[config.mk]
export PLATFORM = sky130hd
export DESIGN_NAME = cskfw_ctrl
export DESIGN_NICKNAME = d
export VERILOG_FILES = /design/src/rtl/cskfw_pkg.sv /design/src/rtl/cskfw_ctrl.sv
export SDC_FILE = /design/constraint.sdc
export NUM_CORES = 1
export LEC_CHECK = 0
export BUFFER_PORTS_ARGS = -buffer_cell sky130_fd_sc_hd__buf_4
export CAP_MARGIN = 30
export CORE_AREA = 2 2 39 41
export CTS_CLUSTER_SIZE = 10
export DETAILED_ROUTE_END_ITERATION = 6
export DIE_AREA = 0 0 41 43
export HOLD_SLACK_MARGIN = 0.15
export PLACE_DENSITY = 0.41
export SETUP_SLACK_MARGIN = 0.3
export SYNTH_ARGS = -nofsm -noshare
export SYNTH_HDL_FRONTEND = slang
export SYNTH_SLANG_ARGS = --single-unit
[constraint.sdc]
create_clock -name clk -period 1.35 [get_ports clk]
set_input_delay 0.135 -clock clk [delete_from_list [all_inputs] [get_ports clk]]
set_output_delay 0.135 -clock clk [all_outputs]
set_load 0.02 [all_outputs]
[src/rtl/cskfw_pkg.sv]
package cskfw_pkg;

  localparam int CFG_ADDR_W = 5;
  localparam int CFG_DATA_W = 32;
  localparam int NUM_KEY_REGS = 3;

  localparam logic [1:0] OP_PLOT    = 2'd0;
  localparam logic [1:0] OP_SPRITE  = 2'd1;
  localparam logic [1:0] OP_READ    = 2'd2;
  localparam logic [1:0] OP_RESTART = 2'd3;

  localparam logic [2:0] REG_ORIGIN_X  = 3'd0;
  localparam logic [2:0] REG_ORIGIN_Y  = 3'd1;
  localparam logic [2:0] REG_WIDTH     = 3'd2;
  localparam logic [2:0] REG_HEIGHT    = 3'd3;
  localparam logic [2:0] REG_KEY_COUNT = 3'd4;
  localparam logic [2:0] REG_KEY_FIRST = 3'd5;
  localparam logic [2:0] REG_KEY_SECOND = 3'd6;
  localparam logic [2:0] REG_KEY_THIRD = 3'd7;

  localparam logic [10:0] SPRITE_DIM_MAX = 11'd1024;

  typedef struct packed {
    logic [11:0]                    origin_x;
    logic [11:0]                    origin_y;
    logic [10:0]                    width;
    logic [10:0]                    height;
    logic [1:0]                     key_count;
    logic [NUM_KEY_REGS-1:0][23:0]  keys;
  } cfg_t;

  typedef struct packed {
    logic clear;
    logic take;
    logic look;
    logic finish;
  } ctrl_cmd_t;

  typedef struct packed {
    logic clear_last;
    logic out_free;
  } dp_stat_t;

endpackage

[src/rtl/cskfw_ctrl.sv]
module cskfw_ctrl (
  input  logic                   clk,
  input  logic                   rst,
  input  logic                   in_valid,
  output logic                   in_stall,
  input  cskfw_pkg::dp_stat_t    stat,
  output cskfw_pkg::ctrl_cmd_t   cmd
);

  localparam logic [1:0] ST_CLEAR = 2'd0;
  localparam logic [1:0] ST_IDLE  = 2'd1;
  localparam logic [1:0] ST_CALC  = 2'd2;
  localparam logic [1:0] ST_DONE  = 2'd3;

  logic [1:0] state;
  logic [1:0] state_next;

  assign in_stall = (state != ST_IDLE);

  always_comb begin
    cmd        = '0;
    state_next = state;
    unique case (state)
      ST_CLEAR: begin
        cmd.clear = 1'b1;
        if (stat.clear_last) begin
          state_next = ST_IDLE;
        end
      end
      ST_IDLE: begin
        cmd.take = in_valid;
        if (in_valid) begin
          state_next = ST_CALC;
        end
      end
      ST_CALC: begin
        cmd.look   = 1'b1;
        state_next = ST_DONE;
      end
      ST_DONE: begin
        if (stat.out_free) begin
          cmd.finish = 1'b1;
          state_next = ST_IDLE;
        end
      end
      default: state_next = ST_CLEAR;
    endcase
  end

  always_ff @(posedge clk) begin
    if (rst) begin
      state <= ST_CLEAR;
    end else begin
      state <= state_next;
    end
  end

`ifndef ASSERT_OFF
  a_cmd_exclusive: assert property (@(posedge clk) disable iff (rst)
    $onehot0({cmd.clear, cmd.take, cmd.look, cmd.finish}))
    else $error("more than one datapath command at once");

  a_take_then_look: assert property (@(posedge clk) disable iff (rst)
    cmd.take |=> cmd.look)
    else $error("accepted beat not followed by frame lookup");

  a_finish_free: assert property (@(posedge clk) disable iff (rst)
    cmd.finish |-> stat.out_free)
    else $error("result loaded over an unclaimed result");

  a_clear_ends: assert property (@(posedge clk) disable iff (rst)
    (cmd.clear && stat.clear_last) |=> (!cmd.clear && !in_stall))
    else $error("clear pass did not end at last entry");
`endif

endmodule

==> impl_metrics.tcl <==
set metrics [dict create \
    netlist_area_um2 175 \
    place_area_um2 315 \
    setup_tns_ns -0.156 \
    fin_nets 49 \
    rsz0062_at_grt "yes" \
    fill_cells 156 \
    drt-initial-drc-count 7 \
    min_period_ns 1.45 \
    drc_errors 0 \
    multi_input_area_um2 161 \
    fin_total_pwr_uw 709 \
    finalSetupViolCount 2 \
    core_um2 1380 \
    slew_headroom_pct 71.7 \
    rows 14 \
    hold_viol 0 \
    period_share_pct 108 \
    cpMaxStageDelayCell "a222oi_1" \
    ys_types 9 \
    grt_usage_pct 7.01 \
    syn_avg_cell_area_um2 8.34 \
    clk_pin_slew_ns 0.03 \
    startpoint_type "flop" \
    numPortBuffers 9 \
    ant_nets 0 \
    grt_first_pass_wirelength_um 821 \
    path_class "flop to flop" \
    dp.cells 50 \
    worst-path-max-fanout 3 \
    drive_gt1_share_pct 73.7 \
    die_w_um 41 \
    fin_area_um2 409 \
    path_cells "inv_4 -> ha_4 -> a222oi_1 -> mux2_1" \
    via_per_inst 3.59 \
    fin_ws_ns -0.104 \
    cts_inserted_buffers 3 \
    die_y_um 43 \
    leakagePower_nw 0.189 \
    grt_pass1_vias 232 \
    synth-seq-cells 2 \
    p_per_area_nw_per_um2 1730 \
    top_regs "state: 2 flops" \
    area_delta_synth_final_pct 134 \
    antenna_found_initial 0 \
    fmax_mhz 688 \
    dp_hpwl_um 385 \
    irDropWorstVdd_mv 0.721 \
    die_area_um2 1760 \
    grt_max_degree 5 \
    largest_reg_flops 2 \
    crit_buf_inv 1 \
    gp_congestion 0.692 \
    clockRootBuffer "clkbuf_4" \
    final_max_slew_viol_count 0 \
    worstPathArrival_ns 1.55 \
    largest-register "state" \
    hold_path_class "input port to flop" \
    h-tree-depth 1 \
    syn_nets 30 \
    dp_slack_ns -0.102 \
    netlist_instances 21 \
    cp.required_ns 1.45 \
    ys_warn_count 0 \
    tightest_slew_ns 0.425 \
    numClockSinks 2 \
    cts_tree "yes" \
    num_vias 194 \
    wl_um 506 \
    clockBufferDepth 2 \
    n_antenna_cell 0 \
    violations "negative setup slack" \
    path_delay_family "compound AO/OA/AOI/OAI gates" \
    ys_seq_area_share_pct 22.9 \
    ioPinCount 10 \
    fin_cells 54 \
    critPathCaptureType "flop" \
    initial_core_util_pct 12.7 \
    fin_skew_ns 0.00207 \
    wl_per_cell_um 9.37 \
    clkLatencyLatePin_ns 0.22 \
    dr.pass1.iters 4 \
    slowest_delay_ns 0.39 \
    status "finished, violations left" \
    grt-ovfl-total 0 \
    cap_violations 0 \
    seqCellArea_um2 47.5 \
]
cells in the mapped netlist (all sizes together):
| master | instances | area, um^2 |
|---|---|---|
| inv | 6 | 22.5 |
| nor2 | 3 | 11.3 |
| ha | 4 | 50.1 |
| dfxtp | 2 | 40.0 |
| mux2 | 1 | 11.3 |
| nand2b | 2 | 12.5 |
| and2 | 1 | 7.51 |
| a222oi | 1 | 10.0 |
| mux2i | 1 | 10.0 |
metrics by stage:
step / util [%] / hold WS [ns]
4_1_cts: 29.3 / 0.211
5_1_grt: 29.6 / 0.244
3_5_place_dp: 22.8 / 0.446
6_report: 29.6 / 0.214
3_3_place_gp: 22.8 / 0.437
2_1_floorplan: - / 0.308
cell families (layout without fill, tap and decap cells):
group / Yosys count / in the layout / synth area share [%]
AO/OA/AOI/OAI: 1 / 1 / 5.71
adder cells (fa/ha/maj): 4 / 4 / 28.6
buffers and inverters: 6 / 23 / 12.9
flip-flops: 2 / 2 / 22.9
multiplexers: 2 / 2 / 12.1
AND/OR/NAND/NOR: 6 / 6 / 17.9
final cells by class:
type,instances,area share (%)
inverters,6,7.34
well taps,16,4.89
flip-flops and latches,2,11.6
multi-input cells,13,39.4
repair buffers,14,31.2
clock buffers,3,5.50
worst paths after layout:
kind | start | endpoint | slack (ns) | cells past startpoint
hold / removal | rst | state[1] | 0.21 | 3
hold reg to reg | state[1] | state[1] | 0.53 | 2
setup / recovery | state[0] | state[0] | -0.10 | 4
setup reg to reg | state[0] | state[0] | -0.10 | 4
power breakdown:
| part | internal (mW) | switching [mW] | total [mW] |
|---|---|---|---|
| clock | 0.0977 | 0.0302 | 0.128 |
| sequential | 0.0918 | 0.0394 | 0.131 |
| combinational | 0.244 | 0.206 | 0.450 |
| total | 0.433 | 0.276 | 0.709 |
placed cells by master (no fill, tap or decap):
| master | netlist | layout |
|---|---|---|
| a222oi_1 | 1 | 1 |
| and2_4 | 0 | 1 |
| buf_4 | 0 | 8 |
| buf_6 | 0 | 6 |
| clkbuf_4 | 0 | 3 |
| dfxtp_4 | 0 | 2 |
| ha_2 | 0 | 1 |
| ha_4 | 0 | 3 |
| inv_1 | 6 | 3 |
| inv_4 | 0 | 3 |
| mux2_1 | 1 | 1 |
| mux2i_1 | 1 | 1 |
| nand2b_1 | 2 | 2 |
| nor2_1 | 3 | 2 |
| nor2_4 | 0 | 1 |
routing by layer:
layer	track usage (%)	vias to the layer above	part of all wire, %
met5	0	-	0
met4	4.00	0	0
met3	1.57	0	9.5
met2	13.1	10	55
met1	6.07	85	35
li1	-	99	-
what timing repair did:
action / 4_1_cts / 5_1_grt
buffers inserted: 1 / 0
setup endpoints to repair: 7 / 7
gates resized for setup: 17 / 1
hold buffers: 0 / 0
pin swaps: 2 / 2
worst reg2reg max path: cells and delay by family (launching register included):
family / cells / cell delay, ns
AOI/OAI and AO/OA: 1 / 0.39
muxes: 1 / 0.37
adders and majority gates: 1 / 0.15
buffers and inverters: 1 / 0.05
DFF: 1 / 0.37
(Power assumes the default switching activity.)
