<file path="src/rtl/cskfw_pkg.sv">
package cskfw_pkg;

  localparam int CFG_ADDR_W = 5;
  localparam int CFG_DATA_W = 32;
  localparam int NUM_KEY_REGS = 3;

  localparam logic [1:0] OP_PLOT    = 2'd0;
  localparam logic [1:0] OP_SPRITE  = 2'd1;
  localparam logic [1:0] OP_READ    = 2'd2;
  localparam logic [1:0] OP_RESTART = 2'd3;

  localparam logic [2:0] REG_ORIGIN_X  = 3'd0;
  localparam logic [2:0] REG_ORIGIN_Y  = 3'd1;
  localparam logic [2:0] REG_WIDTH     = 3'd2;
  localparam logic [2:0] REG_HEIGHT    = 3'd3;
  localparam logic [2:0] REG_KEY_COUNT = 3'd4;
  localparam logic [2:0] REG_KEY_FIRST = 3'd5;
  localparam logic [2:0] REG_KEY_SECOND = 3'd6;
  localparam logic [2:0] REG_KEY_THIRD = 3'd7;

  localparam logic [10:0] SPRITE_DIM_MAX = 11'd1024;

  typedef struct packed {
    logic [11:0]                    origin_x;
    logic [11:0]                    origin_y;
    logic [10:0]                    width;
    logic [10:0]                    height;
    logic [1:0]                     key_count;
    logic [NUM_KEY_REGS-1:0][23:0]  keys;
  } cfg_t;

  typedef struct packed {
    logic clear;
    logic take;
    logic look;
    logic finish;
  } ctrl_cmd_t;

  typedef struct packed {
    logic clear_last;
    logic out_free;
  } dp_stat_t;

endpackage

</file>
<file path="src/rtl/cskfw_regs.sv">
module cskfw_regs (
  input  logic                           clk,
  input  logic                           rst,
  input  logic                           psel,
  input  logic                           penable,
  input  logic                           pwrite,
  input  logic [cskfw_pkg::CFG_ADDR_W-1:0] paddr,
  input  logic [cskfw_pkg::CFG_DATA_W-1:0] pwdata,
  output logic [cskfw_pkg::CFG_DATA_W-1:0] prdata,
  output logic                           pready,
  output cskfw_pkg::cfg_t                cfg
);

  logic       wr;
  logic [2:0] idx;

  assign pready = 1'b1;
  assign wr     = psel && penable && pwrite;
  assign idx    = paddr[4:2];

  always_ff @(posedge clk) begin
    if (rst) begin
      cfg.origin_x  <= '0;
      cfg.origin_y  <= '0;
      cfg.width     <= 11'd1;
      cfg.height    <= 11'd1;
      cfg.key_count <= '0;
      cfg.keys      <= '0;
    end else if (wr) begin
      unique case (idx)
        cskfw_pkg::REG_ORIGIN_X:   cfg.origin_x  <= pwdata[11:0];
        cskfw_pkg::REG_ORIGIN_Y:   cfg.origin_y  <= pwdata[11:0];
        cskfw_pkg::REG_WIDTH:      cfg.width     <= pwdata[10:0];
        cskfw_pkg::REG_HEIGHT:     cfg.height    <= pwdata[10:0];
        cskfw_pkg::REG_KEY_COUNT:  cfg.key_count <= pwdata[1:0];
        cskfw_pkg::REG_KEY_FIRST:  cfg.keys[0]   <= pwdata[23:0];
        cskfw_pkg::REG_KEY_SECOND: cfg.keys[1]   <= pwdata[23:0];
        cskfw_pkg::REG_KEY_THIRD:  cfg.keys[2]   <= pwdata[23:0];
        default: ;
      endcase
    end
  end

  always_comb begin
    prdata = '0;
    unique case (idx)
      cskfw_pkg::REG_ORIGIN_X:   prdata = 32'(cfg.origin_x);
      cskfw_pkg::REG_ORIGIN_Y:   prdata = 32'(cfg.origin_y);
      cskfw_pkg::REG_WIDTH:      prdata = 32'(cfg.width);
      cskfw_pkg::REG_HEIGHT:     prdata = 32'(cfg.height);
      cskfw_pkg::REG_KEY_COUNT:  prdata = 32'(cfg.key_count);
      cskfw_pkg::REG_KEY_FIRST:  prdata = 32'(cfg.keys[0]);
      cskfw_pkg::REG_KEY_SECOND: prdata = 32'(cfg.keys[1]);
      cskfw_pkg::REG_KEY_THIRD:  prdata = 32'(cfg.keys[2]);
      default:                   prdata = '0;
    endcase
  end

endmodule

</file>
<file path="config.mk">
export PLATFORM = sky130hd
export DESIGN_NAME = cskfw_regs
export DESIGN_NICKNAME = d
export VERILOG_FILES = /design/src/rtl/cskfw_pkg.sv /design/src/rtl/cskfw_regs.sv
export SDC_FILE = /design/constraint.sdc
export NUM_CORES = 1
export LEC_CHECK = 0
export BUFFER_PORTS_ARGS = -buffer_cell sky130_fd_sc_hd__buf_4
export CAP_MARGIN = 0
export CELL_PAD_IN_SITES_DETAIL_PLACEMENT = 1
export CELL_PAD_IN_SITES_GLOBAL_PLACEMENT = 1
export CORE_ASPECT_RATIO = 1.5
export CORE_MARGIN = 2
export CORE_UTILIZATION = 35
export DETAILED_ROUTE_END_ITERATION = 6
export GPL_TIMING_DRIVEN = 0
export PLACE_DENSITY_LB_ADDON = 0.12
export SLEW_MARGIN = 20
export SYNTH_ARGS = -nofsm -noshare
export SYNTH_HDL_FRONTEND = slang
export SYNTH_SLANG_ARGS = --single-unit
</file>
<file path="constraint.sdc">
create_clock -name clk -period 1.8 [get_ports clk]
set_clock_uncertainty 0.2 [all_clocks]
set_input_delay 0.18 -clock clk [delete_from_list [all_inputs] [get_ports clk]]
set_output_delay 0.18 -clock clk [all_outputs]
set_load 0.01 [all_outputs]
</file>
==> impl_metrics.py <==
metrics = {
    "setup_path": {
        "worstPathArrival_ns": 1.53,
        "r2r_setup_slack_ns": 0.77,
        "r2r-start": "cfg[25]$_SDFFE_PP0P_",
        "rr_worst_depth": 4,
        "reg2reg_to": "cfg[25]$_SDFFE_PP0P_",
        "cp-end-kind": "output port",
        "critPathKind": "flip-flop to output port",
        "cp_data_required_time_ns": 1.42,
        "crit_path_start_kind": "flip-flop",
        "cp_max_fo": 3,
    },
    "routing": {
        "avgRoutedWirePerCell_um": 21.35,
        "vias": 6304,
        "dr.pass1.iters": 5,
        "wl_um": 24850,
        "drc": 0,
        "drt_iter0_markers": 217,
        "viasPerCell": 5.416,
        "ant_nets": 0,
    },
    "clocking": {
        "htree_levels": 4,
        "clock_latency_ns": 0.42,
        "clock_sinks": 120,
        "clockRootBuffer": "clkbuf_16",
        "numCtsBuffers": 17,
        "cts_tree": "done",
        "clk_pin_slew_ns": 0.06,
        "max-clock-path-buffers": 2,
    },
    "floorplan": {
        "die_h_um": 156.8,
        "rows": 55,
        "start_util": 0.3597,
        "num_io_pins": 195,
        "coreArea_um2": 15140,
        "dieArea_um2": 16590,
        "die_x_um": 105.8,
    },
    "power": {
        "cellLeakagePower_nw": 3.361,
        "vdd_drop_max_mv": 0.5881,
        "p_per_area_nw_per_um2": 830.5,
    },
    "synth": {
        "synthFlopType": "dfxtp_1",
        "synthCells": 717,
        "netlist_area_um2": 5445,
        "ys_async_sr_fraction": 0,
        "synth_edf_count": 0,
        "synth_warnings": 0,
        "ys_types": 37,
        "synth.avg_cell_area_um2": 7.594,
        "ys_ff_latch": 120,
        "synth_seq_area_share": 0.4412,
    },
    "timing": {
        "period_minus_slack_ns": 1.909,
        "setup_viol": 11,
        "holdWs_ns": 0.05031,
        "grt_setup_unrepaired": "yes",
        "tightest_slew_ns": 0.8447,
        "finalCritPeriodShare": 1.060,
        "finalSetupTns_ns": -0.6096,
        "relSlewSlack": 0.4369,
        "fmax_ghz": 0.5240,
        "slew_violations": 0,
        "finalHoldViolCount": 0,
        "finalWorstSetupSlack_ns": -0.1086,
    },
    "place": {
        "portBuffers": 170,
        "place_hpwl_um": 17680,
        "placed_area_um2": 6997,
        "globalplace.congestion": 0.8946,
    },
    "min_path": {
        "holdPathStages": 2,
        "hold_class": "input port to flip-flop",
        "worst_hold_path.endpoint": "cfg[97]$_SDFFE_PP0P_",
        "hold_start": "rst",
    },
    "run": {
        "drv_cap": 0,
    },
    "cells_and_area": {
        "antenna_cells": 0,
        "top_regs": "cfg (120)",
        "nets": 995,
        "area_growth_syn_to_layout_pct": 51.65,
        "drive_gt1_frac": 0.3637,
        "regMostFlops": "cfg",
        "fin_area_um2": 8258,
        "largest_reg_flops": 120,
        "final_core_util": 0.5455,
    },
    "grt": {
        "grt_use_total": 0.2974,
        "antenna_found_initial": 0,
        "grt.overflow.total": 0,
        "grt_max_degree": 17,
        "grt_pass1_wl_um": 37580,
        "grt_pass1_vias": 6686,
    },
    "status": {
        "violations": "negative setup slack",
        "status": "complete, but fails checks",
    },
}
-- kinds of logic (layout without fill, tap and decap cells) --
logic type	Yosys count	after routing	synth area share
AND/OR/NAND/NOR	291	291	0.2224
AO/OA/AOI/OAI	195	195	0.2006
flip-flops	120	120	0.4412
buffers and inverters	80	321	0.07766
multiplexers	29	29	0.05675
other	2	9	0.001379
-- area by class of cell --
type | count | area, um^2
multi-input combinational | 524 | 2823
buffer | 68 | 459.2
sequential | 120 | 2439
inverter | 12 | 47.55
clock inverter | 12 | 151.4
timing repair buffer | 210 | 1647
tap | 199 | 249.0
clock buffer | 19 | 442.9
fill | 1854 | 6882
-- cells in the mapped netlist, drive strengths merged (2+ instances only) --
| cell | number | share of area |
|---|---|---|
| a211oi | 2 | 0.0028 |
| nor3 | 2 | 0.0028 |
| a21oi | 121 | 0.11 |
| o22ai | 6 | 0.0069 |
| a22o | 4 | 0.0064 |
| nand3 | 3 | 0.0028 |
| or2 | 3 | 0.0034 |
| o2bb2ai | 2 | 0.0032 |
| nor2 | 40 | 0.029 |
| nor2b | 10 | 0.011 |
| mux2i | 14 | 0.026 |
| a221oi | 10 | 0.016 |
| a31oi | 2 | 0.0023 |
| nand2b | 4 | 0.0046 |
| buf | 49 | 0.056 |
| nand2 | 223 | 0.15 |
| dfxtp | 120 | 0.44 |
| or3 | 2 | 0.0032 |
| a22oi | 13 | 0.018 |
| inv | 12 | 0.0083 |
| clkbuf | 19 | 0.013 |
| o21ai | 33 | 0.030 |
| nand3b | 2 | 0.0028 |
| mux2 | 15 | 0.031 |
| conb | 2 | 0.0014 |
-- what timing repair did --
item	CTS	global route
pin swaps	20	12
setup endpoints to repair	24	16
gates resized for setup	68	35
setup buffers	11	4
endpoints found under the hold margin	119	0
hold buffers	25	0
-- how the worst max path moves through the flow --
| stage | startpoint | to | depth (start not counted) |
|---|---|---|---|
| after global placement | paddr[4] | prdata[2] | 7 |
| after floorplan | paddr[2] | prdata[6] | 7 |
| after detailed placement | paddr[4] | prdata[12] | 7 |
| after CTS | cfg[5]$_SDFFE_PP0P_ | prdata[5] | 4 |
| after global routing | cfg[7]$_SDFFE_PP0P_ | prdata[7] | 4 |
| final | cfg[7]$_SDFFE_PP0P_ | prdata[7] | 4 |
-- critical path, stage by stage (launching register included) --
cell and delay, ns:
dfxtp_2 0.33, mux2_4 0.28, a221oi_4 0.27, a211oi_2 0.07, buf_4 0.16
-- metrics by stage --
stage	instances	worst slack [ns]	power [mW]
floorplan	724	0.2094	3.005
CTS	1160	-0.1049	6.833
global route	1164	-0.1522	7.012
global placement	1093	-0.5204	3.267
finish	1164	-0.1086	6.858
detailed placement	1093	-0.5375	3.280
-- layout by cell type (no fill, tap or decap), types with 4 or more instances in the layout --
master	instances
clkinv_2	4
clkbuf_1	17
nand2_1	220
a22oi_1	8
dfxtp_1	91
clkbuf_16	17
buf_6	10
dfxtp_2	29
dlygate4sd3_1	25
mux2_2	13
o21ai_0	27
a22oi_2	5
a22o_1	4
nor2_1	36
o21ai_1	5
buf_4	202
a21oi_1	120
nor2_2	4
conb_1	9
mux2i_1	13
buf_2	20
o22ai_1	4
nor2b_2	5
nor2b_1	5
nand2b_1	4
inv_1	9
a221oi_2	6
-- layer usage --
metal | global-route usage | routed length, um
met3 | 0.05748 | 1398
met1 | 0.3144 | 9169
met2 | 0.5536 | 13170
met4 | 0.1541 | 1110
met5 | 0 | 0
-- power by group --
| group | internal (mW) | switching (mW) | total [mW] |
|---|---|---|---|
| Combinational | 0.254 | 0.391 | 0.645 |
| Sequential | 2.68 | 0.0184 | 2.70 |
| Clock | 2.20 | 1.32 | 3.52 |
| Total | 5.13 | 1.73 | 6.86 |
(Power assumes the default switching activity.)
